`config.mk`:
```
export PLATFORM = sky130hd
export DESIGN_NAME = length_prefix_frame_deframer_core_flat
export DESIGN_NICKNAME = d
export VERILOG_FILES = /design/src/lpfd_pkg.sv /design/src/lpfd_chan_if.sv /design/src/lpfd_parser.sv /design/src/length_prefix_frame_deframer_core.sv /design/src/flat_wrapper.sv
export SDC_FILE = /design/constraint.sdc
export NUM_CORES = 1
export LEC_CHECK = 0
export BUFFER_PORTS_ARGS = -buffer_cell sky130_fd_sc_hd__buf_4
export CORE_UTILIZATION = 60
export DETAILED_ROUTE_END_ITERATION = 8
export GPL_ROUTABILITY_DRIVEN = 0
export HOLD_SLACK_MARGIN = 0.12
export MAX_ROUTING_LAYER = met4
export PLACE_DENSITY = 0.81
export SETUP_SLACK_MARGIN = 0.5
export SLEW_MARGIN = 10
export SYNTH_ARGS = -nofsm -noshare
export SYNTH_HDL_FRONTEND = slang
export SYNTH_SLANG_ARGS = --single-unit
```
`constraint.sdc`:
```
create_clock -name clock -period 7.1 [get_ports clock]
set_input_delay 0.355 -clock clock [delete_from_list [all_inputs] [get_ports clock]]
set_output_delay 0.355 -clock clock [all_outputs]
set_load 0.01 [all_outputs]
```
`src/lpfd_pkg.sv`:
```
`default_nettype none

package lpfd_pkg;

   // Frame geometry
   localparam int unsigned LEN_BYTES = 4;
   localparam int unsigned HDR_BYTES = 6;

   // Parser phase
   typedef enum logic [1:0] {
      PH_LENGTH  = 2'd0,
      PH_HEADER  = 2'd1,
      PH_PAYLOAD = 2'd2
   } phase_type;

   // Result kind codes
   typedef enum logic [1:0] {
      KIND_HEADER  = 2'd0,
      KIND_PAYLOAD = 2'd1,
      KIND_SHORT   = 2'd2
   } kind_type;

   // One result beat
   typedef struct packed {
      kind_type    kind;
      logic [7:0]  msg_type;
      logic [31:0] sequence_res;
      logic [7:0]  status_code;
      logic [7:0]  payload_byte;
      logic        last;
   } result_type;

endpackage

`default_nettype wire

```
`src/lpfd_chan_if.sv`:
```
`default_nettype none

// Byte input channel
interface lpfd_req_if;
   logic       valid;
   logic       ready;
   logic [7:0] data_byte;

   modport source (output valid, output data_byte, input ready);
   modport sink (input valid, input data_byte, output ready);
endinterface

// Result channel
interface lpfd_rsp_if;
   logic        valid;
   logic        ready;
   logic [1:0]  kind;
   logic [7:0]  msg_type;
   logic [31:0] sequence_res;
   logic [7:0]  status_code;
   logic [7:0]  payload_byte;
   logic        last;

   modport source (output valid, output kind, output msg_type, output sequence_res,
                   output status_code, output payload_byte, output last, input ready);
   modport sink (input valid, input kind, input msg_type, input sequence_res,
                 input status_code, input payload_byte, input last, output ready);
endinterface

`default_nettype wire

```
`src/lpfd_parser.sv`:
```
`default_nettype none

module lpfd_parser (
   input  wire logic                clock,
   input  wire logic                reset,
   input  wire logic                step,
   input  wire logic [7:0]          in_byte,
   output logic                     res_valid,
   output lpfd_pkg::result_type     res
);
   import lpfd_pkg::*;

   localparam logic [2:0] LenLastIdx = 3'(LEN_BYTES);
   localparam logic [2:0] SeqEndIdx  = 3'(HDR_BYTES - 1);
   localparam logic [31:0] HdrLen    = 32'(HDR_BYTES);

   phase_type   phase_ff, phase_in;
   logic [2:0]  field_index_ff, field_index_in;
   logic [31:0] length_shift_ff, length_shift_in;
   logic [31:0] remaining_ff, remaining_in;
   logic [7:0]  held_type_ff, held_type_in;
   logic [31:0] held_sequence_ff, held_sequence_in;
   logic        short_body_ff, short_body_in;

   logic [31:0] rem_dec;
   logic        rem_done;
   logic [31:0] len_next;
   logic [2:0]  idx_inc;
   logic        len_full;

   assign rem_dec  = remaining_ff - 32'd1;
   assign rem_done = (rem_dec == 32'd0);
   assign len_next = {length_shift_ff[23:0], in_byte};
   assign idx_inc  = field_index_ff + 3'd1;
   assign len_full = (idx_inc >= LenLastIdx);

   // Next phase
   always_comb begin
      phase_in = phase_ff;
      if (step) begin
         case (phase_ff)
            PH_HEADER: begin
               if (short_body_ff) begin
                  if (rem_done) phase_in = PH_LENGTH;
               end else if (field_index_ff >= SeqEndIdx) begin
                  phase_in = rem_done ? PH_LENGTH : PH_PAYLOAD;
               end
            end
            PH_PAYLOAD: begin
               if (rem_done) phase_in = PH_LENGTH;
            end
            default: begin
               phase_in = (len_full && len_next != 32'd0) ? PH_HEADER : PH_LENGTH;
            end
         endcase
      end
   end

   // Datapath update and result
   always_comb begin
      field_index_in   = field_index_ff;
      length_shift_in  = length_shift_ff;
      remaining_in     = remaining_ff;
      held_type_in     = held_type_ff;
      held_sequence_in = held_sequence_ff;
      short_body_in    = short_body_ff;
      res_valid        = 1'b0;
      res              = '0;
      if (step) begin
         case (phase_ff)
            PH_HEADER: begin
               remaining_in = rem_dec;
               if (short_body_ff) begin
                  if (rem_done) begin
                     res_valid      = 1'b1;
                     res.kind       = KIND_SHORT;
                     res.last       = 1'b1;
                     field_index_in = '0;
                  end
               end else if (field_index_ff == 3'd0) begin
                  held_type_in   = in_byte;
                  field_index_in = idx_inc;
               end else if (field_index_ff < SeqEndIdx) begin
                  held_sequence_in = {held_sequence_ff[23:0], in_byte};
                  field_index_in   = idx_inc;
               end else begin
                  res_valid        = 1'b1;
                  res.kind         = KIND_HEADER;
                  res.msg_type     = held_type_ff;
                  res.sequence_res = held_sequence_ff;
                  res.status_code  = in_byte;
                  res.last         = rem_done;
                  field_index_in   = '0;
               end
            end
            PH_PAYLOAD: begin
               remaining_in     = rem_dec;
               res_valid        = 1'b1;
               res.kind         = KIND_PAYLOAD;
               res.payload_byte = in_byte;
               res.last         = rem_done;
            end
            default: begin
               length_shift_in = len_next;
               field_index_in  = idx_inc;
               if (len_full) begin
                  remaining_in     = len_next;
                  length_shift_in  = '0;
                  field_index_in   = '0;
                  held_type_in     = '0;
                  held_sequence_in = '0;
                  short_body_in    = (len_next < HdrLen);
                  // empty body is reported right away
                  if (len_next == 32'd0) begin
                     res_valid = 1'b1;
                     res.kind  = KIND_SHORT;
                     res.last  = 1'b1;
                  end
               end
            end
         endcase
      end
   end

   // State registers
   always_ff @(posedge clock) begin
      if (reset) begin
         phase_ff         <= PH_LENGTH;
         field_index_ff   <= '0;
         length_shift_ff  <= '0;
         remaining_ff     <= '0;
         held_type_ff     <= '0;
         held_sequence_ff <= '0;
         short_body_ff    <= 1'b0;
      end else begin
         phase_ff         <= phase_in;
         field_index_ff   <= field_index_in;
         length_shift_ff  <= length_shift_in;
         remaining_ff     <= remaining_in;
         held_type_ff     <= held_type_in;
         held_sequence_ff <= held_sequence_in;
         short_body_ff    <= short_body_in;
      end
   end

endmodule

`default_nettype wire

```
`src/length_prefix_frame_deframer_core.sv`:
```
// Length-prefixed frame deframer.
// req_chan takes the raw byte stream, one byte per beat. Each frame is a
// 4-byte big-endian body length followed by the body: type, 4-byte
// big-endian sequence, code, then payload bytes.
// rsp_chan gives one header beat after the sixth body byte, then one beat
// per payload byte; the final beat of a frame has last set. A body shorter
// than six bytes gives a single error beat (kind 2) when its last byte
// arrives, or on the fourth length byte if the length is zero.
// Latency: a result beat is valid the cycle after the byte that caused it.
// Throughput: one byte per clock; the parser next state is combinational
// and the output register is refilled in the cycle it is drained.
// When the receiver stalls, the pending result holds in the output
// register and req_chan.ready drops until it is taken; bytes that cause
// no result are still taken only while the output can accept.
// Reset (synchronous) returns the parser to the length field and empties
// the output register.
`default_nettype none

module length_prefix_frame_deframer_core (
   input  wire logic clock,
   input  wire logic reset,
   lpfd_req_if.sink   req_chan,
   lpfd_rsp_if.source rsp_chan
);
   import lpfd_pkg::*;

   logic       accept;
   logic       res_valid;
   result_type res;

   logic       rsp_valid_ff, rsp_valid_in;
   result_type rsp_data_ff;

   // Input side may advance whenever the output slot is free or draining
   assign req_chan.ready = !rsp_valid_ff || rsp_chan.ready;
   assign accept         = req_chan.valid && req_chan.ready;

   lpfd_parser u_parser (
      .clock     (clock),
      .reset     (reset),
      .step      (accept),
      .in_byte   (req_chan.data_byte),
      .res_valid (res_valid),
      .res       (res)
   );

   // Output slot occupancy
   always_comb begin
      if (accept) rsp_valid_in = res_valid;
      else        rsp_valid_in = rsp_valid_ff && !rsp_chan.ready;
   end

   always_ff @(posedge clock) begin
      if (reset) begin
         rsp_valid_ff <= 1'b0;
      end else begin
         rsp_valid_ff <= rsp_valid_in;
      end
   end

   // Result payload register
   always_ff @(posedge clock) begin
      if (accept && res_valid) begin
         rsp_data_ff <= res;
      end
   end

   assign rsp_chan.valid        = rsp_valid_ff;
   assign rsp_chan.kind         = rsp_data_ff.kind;
   assign rsp_chan.msg_type     = rsp_data_ff.msg_type;
   assign rsp_chan.sequence_res = rsp_data_ff.sequence_res;
   assign rsp_chan.status_code  = rsp_data_ff.status_code;
   assign rsp_chan.payload_byte = rsp_data_ff.payload_byte;
   assign rsp_chan.last         = rsp_data_ff.last;

endmodule

`default_nettype wire
```
`src/flat_wrapper.sv`:
```
// flat-port wrapper written by rule: the top's interface ports become plain ports
module length_prefix_frame_deframer_core_flat import lpfd_pkg::*;
  (clock, reset, req_chan_valid, req_chan_data_byte, req_chan_ready, rsp_chan_valid, rsp_chan_kind, rsp_chan_msg_type, rsp_chan_sequence_res, rsp_chan_status_code, rsp_chan_payload_byte, rsp_chan_last, rsp_chan_ready);
  lpfd_req_if req_chan_i ();
  lpfd_rsp_if rsp_chan_i ();
  input  wire logic clock;
  input  wire logic reset;
  input wire logic [$bits(req_chan_i.valid)-1:0] req_chan_valid;
  input wire logic [$bits(req_chan_i.data_byte)-1:0] req_chan_data_byte;
  output wire logic [$bits(req_chan_i.ready)-1:0] req_chan_ready;
  output wire logic [$bits(rsp_chan_i.valid)-1:0] rsp_chan_valid;
  output wire logic [$bits(rsp_chan_i.kind)-1:0] rsp_chan_kind;
  output wire logic [$bits(rsp_chan_i.msg_type)-1:0] rsp_chan_msg_type;
  output wire logic [$bits(rsp_chan_i.sequence_res)-1:0] rsp_chan_sequence_res;
  output wire logic [$bits(rsp_chan_i.status_code)-1:0] rsp_chan_status_code;
  output wire logic [$bits(rsp_chan_i.payload_byte)-1:0] rsp_chan_payload_byte;
  output wire logic [$bits(rsp_chan_i.last)-1:0] rsp_chan_last;
  input wire logic [$bits(rsp_chan_i.ready)-1:0] rsp_chan_ready;
  assign req_chan_i.valid = req_chan_valid;
  assign req_chan_i.data_byte = req_chan_data_byte;
  assign req_chan_ready = req_chan_i.ready;
  assign rsp_chan_valid = rsp_chan_i.valid;
  assign rsp_chan_kind = rsp_chan_i.kind;
  assign rsp_chan_msg_type = rsp_chan_i.msg_type;
  assign rsp_chan_sequence_res = rsp_chan_i.sequence_res;
  assign rsp_chan_status_code = rsp_chan_i.status_code;
  assign rsp_chan_payload_byte = rsp_chan_i.payload_byte;
  assign rsp_chan_last = rsp_chan_i.last;
  assign rsp_chan_i.ready = rsp_chan_ready;
  length_prefix_frame_deframer_core u_core (.clock(clock), .reset(reset), .req_chan(req_chan_i), .rsp_chan(rsp_chan_i));
endmodule
```
==> results.tsv, run 1 <==
metric	value	unit
layout.cells.non_filler	1033	
chipWidth	114	um
yosysUniqueCellTypes	69	
reg2reg_depth	9	
io_buffers	72	
cts_setup_buffers	0	
area_delta_synth_final	16.4	%
path_clk_slew	0.06	ns
die_height	114	um
setup-violations-final	0	
synth_ff_type	dfxtp_1	
clkLatencyLatePin	0.43	ns
status	complete, no violations	
cts_root_buffer	clkbuf_16	
core-area	12100	um2
tightest_slew	1.11	ns
numCtsBuffers	17	
ant_nets	0	
grt_usage	0.304	
finalWirelength	18.8	mm
yosys.area.top_type	dfxtp_1	
p_leak	0.00323	uW
drive_gt1_frac	0.157	
synth_area_per_cell	9.30	um2
path_cells	inv_1, ha_1, nor3b_2, nand3b_1, a211o_1, a2111oi_2, o2111a_2, a2bb2oi_4, buf_4	
cts_buffer_depth	2	
drtPass1Iterations	7	
grt_pass1_wl	29.7	mm
io_pins	73	
finalHoldViolCount	0	
finalCoreUtilization	0.724	
tritoncts_num_sinks	162	
grt_start_max_net_pins	105	
via_per_inst	6.41	
synth-edff-count	59	
reg2reg_slack	3.16	ns
regToRegStartpoint	u_core.u_parser.remaining_ff[0]	
num_vias	6623	
final.setup.worst_slack	3.16	ns
rsz0062_at_grt	no	
slew_viol_final	0	
yosysWarnings	0	
min_to	u_core.u_parser.length_shift_ff[0]	
dieArea	13000	um2
crit_slowest_cell	a2bb2oi_4	
fin_nets	871	
critical-path-top-delay-family	compound AO/OA/AOI/OAI gates	
min_delay_path_depth	3	
wl_per_cell	18.2	um
path_class	reg -> reg	
hold_path_class	in -> reg	
hp-start	req_chan_data_byte[0]	
crit_buf_inv	2	
min_period	3.94	ns
relSlewSlack	0.259	
dp_hpwl	12.2	mm
worstReg2RegEnd	u_core.rsp_chan.sequence_res[29]	
max_stage_delay	0.54	ns
ys_ff_latch	162	
cp-end-kind	register	
setup_tns	0	ns
synthesis.instances	810	
drv_cap	0	
drt_iter0_markers	652	
critPathArrivalTime	4.01	ns
antenna_found_initial	0	
rows	40	
path_max_fanout	39	
power_density	275	nW/um2
ir_worst_vdd	0.000208	V
synth_common_cells	dfxtp_1, nor2_1, nand2_1	
pre_cts_ws	3.22	ns
synth-seq-area-share	0.509	
yosysMostFrequentCell	dfxtp_1	
grt.overflow.total	0	
syn_nets	829	
synth.area.top_cells	dfxtp_1, edfxtp_1, a22oi_1	
required	7.17	ns
cts_tree	yes	
start_util	0.622	
grt_pass1_vias	5987	
cts_resized	0	
critPathLaunchType	register	
place_inst	1001	
htreeDepth	4	
drc_errors	0	
yosysTopAreaCellShare	0.274	
final.period_utilization	0.555	
diodes	0	
postCtsHoldBufs	0	
synthesis.area	7530	um2
synthArstFlopShare	0	
finClkSkew	0.00836	ns
fmax	254	MHz
[layer usage]
metal | vias to the layer above | global-route usage | share of wire
met5 | - | - | 0
met4 | 0 | 0.168 | 0.050
met3 | 90 | 0.0675 | 0.076
met2 | 373 | 0.478 | 0.47
met1 | 3105 | 0.364 | 0.41
li1 | 3055 | - | -
[cell type report]
| class | instances | area [um2] |
|---|---|---|
| Clock buffer | 18 | 429 |
| Clock inverter | 14 | 198 |
| Fill cell | 857 | 3350 |
| Inverter | 16 | 60.1 |
| Multi-Input combinational cell | 574 | 3430 |
| Sequential cell | 162 | 3830 |
| Tap cell | 168 | 210 |
| Timing Repair Buffer | 81 | 608 |
[flip-flops by register name, summed over array words and instances (netlist names)]
register                          cells
u_core.rsp_chan.sequence_res         32
u_core.u_parser.held_sequence_ff     32
u_core.u_parser.remaining_ff         32
u_core.u_parser.length_shift_ff      24
u_core.rsp_chan.msg_type              8
u_core.rsp_chan.payload_byte          8
u_core.rsp_chan.status_code           8
u_core.u_parser.held_type_ff          8
u_core.u_parser.field_index_ff        3
u_core.rsp_chan.kind                  2
u_core.u_parser.phase_ff              2
u_core.rsp_chan.last                  1
u_core.rsp_chan.valid                 1
u_core.u_parser.short_body_ff         1
[worst min-delay path, stage by stage]
cell	delay [ns]
buf_4	0.15
nand3_1	0.07
a21oi_1	0.06
[worst max-delay path by stage]
stage	from	end	slack, ns	cells after the start
6_report	u_core.u_parser.remaining_ff[0]	u_core.rsp_chan.sequence_res[29]	3.16	9
4_1_cts	u_core.u_parser.remaining_ff[0]	u_core.rsp_chan.sequence_res[29]	3.21	9
3_5_place_dp	u_core.u_parser.remaining_ff[0]	u_core.rsp_chan.sequence_res[24]	3.22	9
3_3_place_gp	u_core.u_parser.remaining_ff[0]	u_core.rsp_chan.sequence_res[24]	3.36	9
5_1_grt	u_core.u_parser.remaining_ff[0]	u_core.rsp_chan.sequence_res[29]	3.00	9
2_1_floorplan	u_core.u_parser.remaining_ff[0]	u_core.rsp_chan.kind[0]	2.99	8
[kinds of logic after synthesis]
group	Yosys count	share of synthesized area
and+or+nand+nor	349	0.247
muxes	3	0.00415
buffers and inverters	74	0.0404
DFF	162	0.509
adders and majority gates	7	0.0116
xor gates and xnor gates	4	0.00465
AOI/OAI and AO/OA	211	0.184
[through the flow]
step / hold WS (ns) / power [uW] / instance area [um2]
2_1_floorplan: 0.441 / 1340 / 7530
3_3_place_gp: 0.456 / 1430 / 8140
3_5_place_dp: 0.466 / 1450 / 8140
4_1_cts: 0.248 / 2400 / 8760
5_1_grt: 0.255 / 2500 / 8760
6_report: 0.251 / 2410 / 8760
[placed cells by master (no fill, tap or decap), types with 5 or more instances in the layout]
master     synthesis  routed
ha_1               7       6
inv_6              0       6
o31ai_1            8       8
buf_4              1      81
a31oi_1            6       6
dfxtp_1          103     103
nor3_1            21      21
and2_1            60      60
clkbuf_16          0      17
o21ai_0           44      44
o21ai_1            5       5
nor2_1            91      91
edfxtp_1          59      59
a211oi_1           6       6
a22oi_1           53      53
a22o_1             5       5
nor4_1            17      17
nand4_1           10      10
or3_1              6       6
inv_1             15      15
nand2_1           68      68
a21oi_1           49      48
nand3_1           34      34
[power by group]
| part | total (uW) | internal, uW | switching (uW) | leakage, uW |
|---|---|---|---|---|
| logic | 429 | 143 | 286 | 0.00149 |
| clock network | 971 | 593 | 377 | 0.000303 |
| registers | 1010 | 978 | 35.8 | 0.00144 |
| total | 2410 | 1710 | 699 | 0.00323 |
(Power assumes the default switching activity.)
==> run 2: changes to the inputs <==
CORE_UTILIZATION = 53   (was 60)
PLACE_DENSITY = 0.75   (was 0.81)
clock period = 3.6 ns   (was 7.1 ns; I/O delays follow)
==> results.tsv, run 2 (synthesized netlist as in run 1, its figures left out) <==
metric	value	unit	change
tritoncts_num_sinks	162		unchanged
layout_common_cells	dfxtp_1, nor2_1, buf_4		unchanged
place_inst	1016		was 1001
finalHoldViolCount	0		unchanged
slew_viol_final	0		unchanged
required	3.73	ns	was 7.17 ns
path_cells	nor4_4, nand4_2, or4b_1, o2bb2ai_1, o2111a_2, a2bb2oi_4, clkbuf_16		was inv_1, ha_1, nor3b_2, nand3b_1, a211o_1, a2111oi_2, o2111a_2, a2bb2oi_4, buf_4
io_pins	73		unchanged
tightest_slew	0.848	ns	was 1.11 ns
grt_start_max_net_pins	75		was 105
reg2reg_depth	7		was 9
io_buffers	72		unchanged
grt_usage	0.278		was 0.304
start_util	0.543		was 0.622
min_period	2.92	ns	was 3.94 ns
htreeDepth	4		unchanged
drtPass1Iterations	8		was 7
layout.cells.non_filler	1058		was 1033
drc_errors	0		unchanged
relSlewSlack	0.430		was 0.259
die_height	121	um	was 114 um
crit_path_end	u_core.rsp_chan.sequence_res[0]		was u_core.rsp_chan.sequence_res[29]
antenna_found_initial	0		unchanged
status	complete, no violations		unchanged
p_leak	0.00332	uW	was 0.00323 uW
ant_nets	0		unchanged
total_power	4770	uW	was 2410 uW
power_density	531	nW/um2	was 275 nW/um2
path_clk_slew	0.06	ns	about the same
rsz0062_at_grt	no		unchanged
drive_gt1_frac	0.171		was 0.157
fmax	342	MHz	was 254 MHz
chipWidth	121	um	was 114 um
place_area	8240	um2	was 8140 um2
cp-end-kind	register		unchanged
finalWirelength	19.5	mm	was 18.8 mm
final_common_cell	dfxtp_1		unchanged
drv_cap	0		unchanged
regToRegStartpoint	u_core.u_parser.remaining_ff[10]		was u_core.u_parser.remaining_ff[0]
rows	43		was 40
final.period_utilization	0.811		was 0.555
max_stage_delay	0.53	ns	was 0.54 ns
ir_worst_vdd	0.000311	V	was 0.000208 V
crit_buf_inv	1		was 2
cts_tree	yes		unchanged
numCtsBuffers	17		unchanged
grt.overflow.total	0		unchanged
via_per_inst	6.26		was 6.41
grt_pass1_wl	30.9	mm	was 29.7 mm
setup_tns	0	ns	unchanged
drt_iter0_markers	692		was 652
cts_root_buffer	clkbuf_16		unchanged
critPathArrivalTime	3.05	ns	was 4.01 ns
area_delta_synth_final	19.3	%	was 16.4%
fin_nets	884		was 871
dieArea	14700	um2	was 13000 um2
crit_start	u_core.u_parser.remaining_ff[10]		was u_core.u_parser.remaining_ff[0]
crit_cells	7		was 9
hold_path_class	in -> reg		unchanged
dp_hpwl	12.5	mm	was 12.2 mm
worstReg2RegEnd	u_core.rsp_chan.sequence_res[0]		was u_core.rsp_chan.sequence_res[29]
num_vias	6626		was 6623
final_cell_area	8990	um2	was 8760 um2
finClkSkew	0.00843	ns	was 0.00836 ns
min_delay_path_depth	2		was 3
critical-path-top-delay-family	simple AND/OR/NAND/NOR gates		was compound AO/OA/AOI/OAI gates
crit_slowest_cell	or4b_1		was a2bb2oi_4
clkLatencyLatePin	0.42	ns	was 0.43 ns
path_max_fanout	29		was 39
critPathLaunchType	register		unchanged
wl_per_cell	18.5	um	was 18.2 um
cts_buffer_depth	2		unchanged
diodes	0		unchanged
grt_pass1_vias	6017		was 5987
core-area	13900	um2	was 12100 um2
reg2reg_slack	0.68	ns	was 3.16 ns
path_class	reg -> reg		unchanged
setup-violations-final	0		unchanged
run 2: changes by cell type in the layout (fill, tap and decap cells not counted), sizes merged:
cell / delta
bufinv: -1
dlygate4sd3: +8
buf: +4
clkinv: +3
inv: -2
clkbuf: +1
run 2: layout make-up:
type                    instances  area [um2]
clock buffers                  18         439
clock inverters                14         176
fillers                      1131        4890
inverters                      16        60.1
multi-input cells             574        3490
flip-flops and latches        162        3840
well taps                     180         225
repair buffers                 94         756
run 2: how the worst min path moves through the flow:
stage,startpoint,endpoint
floorplan,req_chan_data_byte[0],u_core.u_parser.remaining_ff[0]
global placement,u_core.u_parser.length_shift_ff[20],u_core.u_parser.length_shift_ff[20]
detailed placement,u_core.u_parser.length_shift_ff[17],u_core.u_parser.length_shift_ff[17]
CTS,reset,u_core.u_parser.held_type_ff[2]
global route,reset,u_core.u_parser.held_type_ff[1]
finish,reset,u_core.u_parser.held_type_ff[1]
run 2: stage by stage:
| stage | utilization | hold WS, ns | setup slack [ns] |
|---|---|---|---|
| detailed placement | 0.594 | 0.468 | 0.532 |
| global placement | 0.594 | 0.459 | 0.678 |
| global route | 0.647 | 0.241 | 0.540 |
| floorplan | - | 0.322 | 0.390 |
| finish | 0.647 | 0.221 | 0.679 |
| CTS | 0.644 | 0.213 | 0.521 |
run 2: routing by layer:
| layer | GRT usage | vias to the layer above | wire (um) |
|---|---|---|---|
| li1 | - | 3088 | - |
| met1 | 0.335 | 3178 | 7930 |
| met2 | 0.448 | 304 | 9400 |
| met3 | 0.0616 | 56 | 1510 |
| met4 | 0.122 | 0 | 705 |
| met5 | - | - | 0 |
run 2: repair_timing:
action	in CTS	in global routing
setup buffers	0	1
endpoints found under the setup margin	0	59
resized for setup	0	2
endpoints found under the hold margin	13	0
hold buffers	8	0
run 2: report_power, final:
| group | total [uW] | internal (uW) | switching (uW) |
|---|---|---|---|
| logic | 899 | 319 | 580 |
| clock network | 1870 | 1120 | 748 |
| registers | 2000 | 1930 | 75.2 |
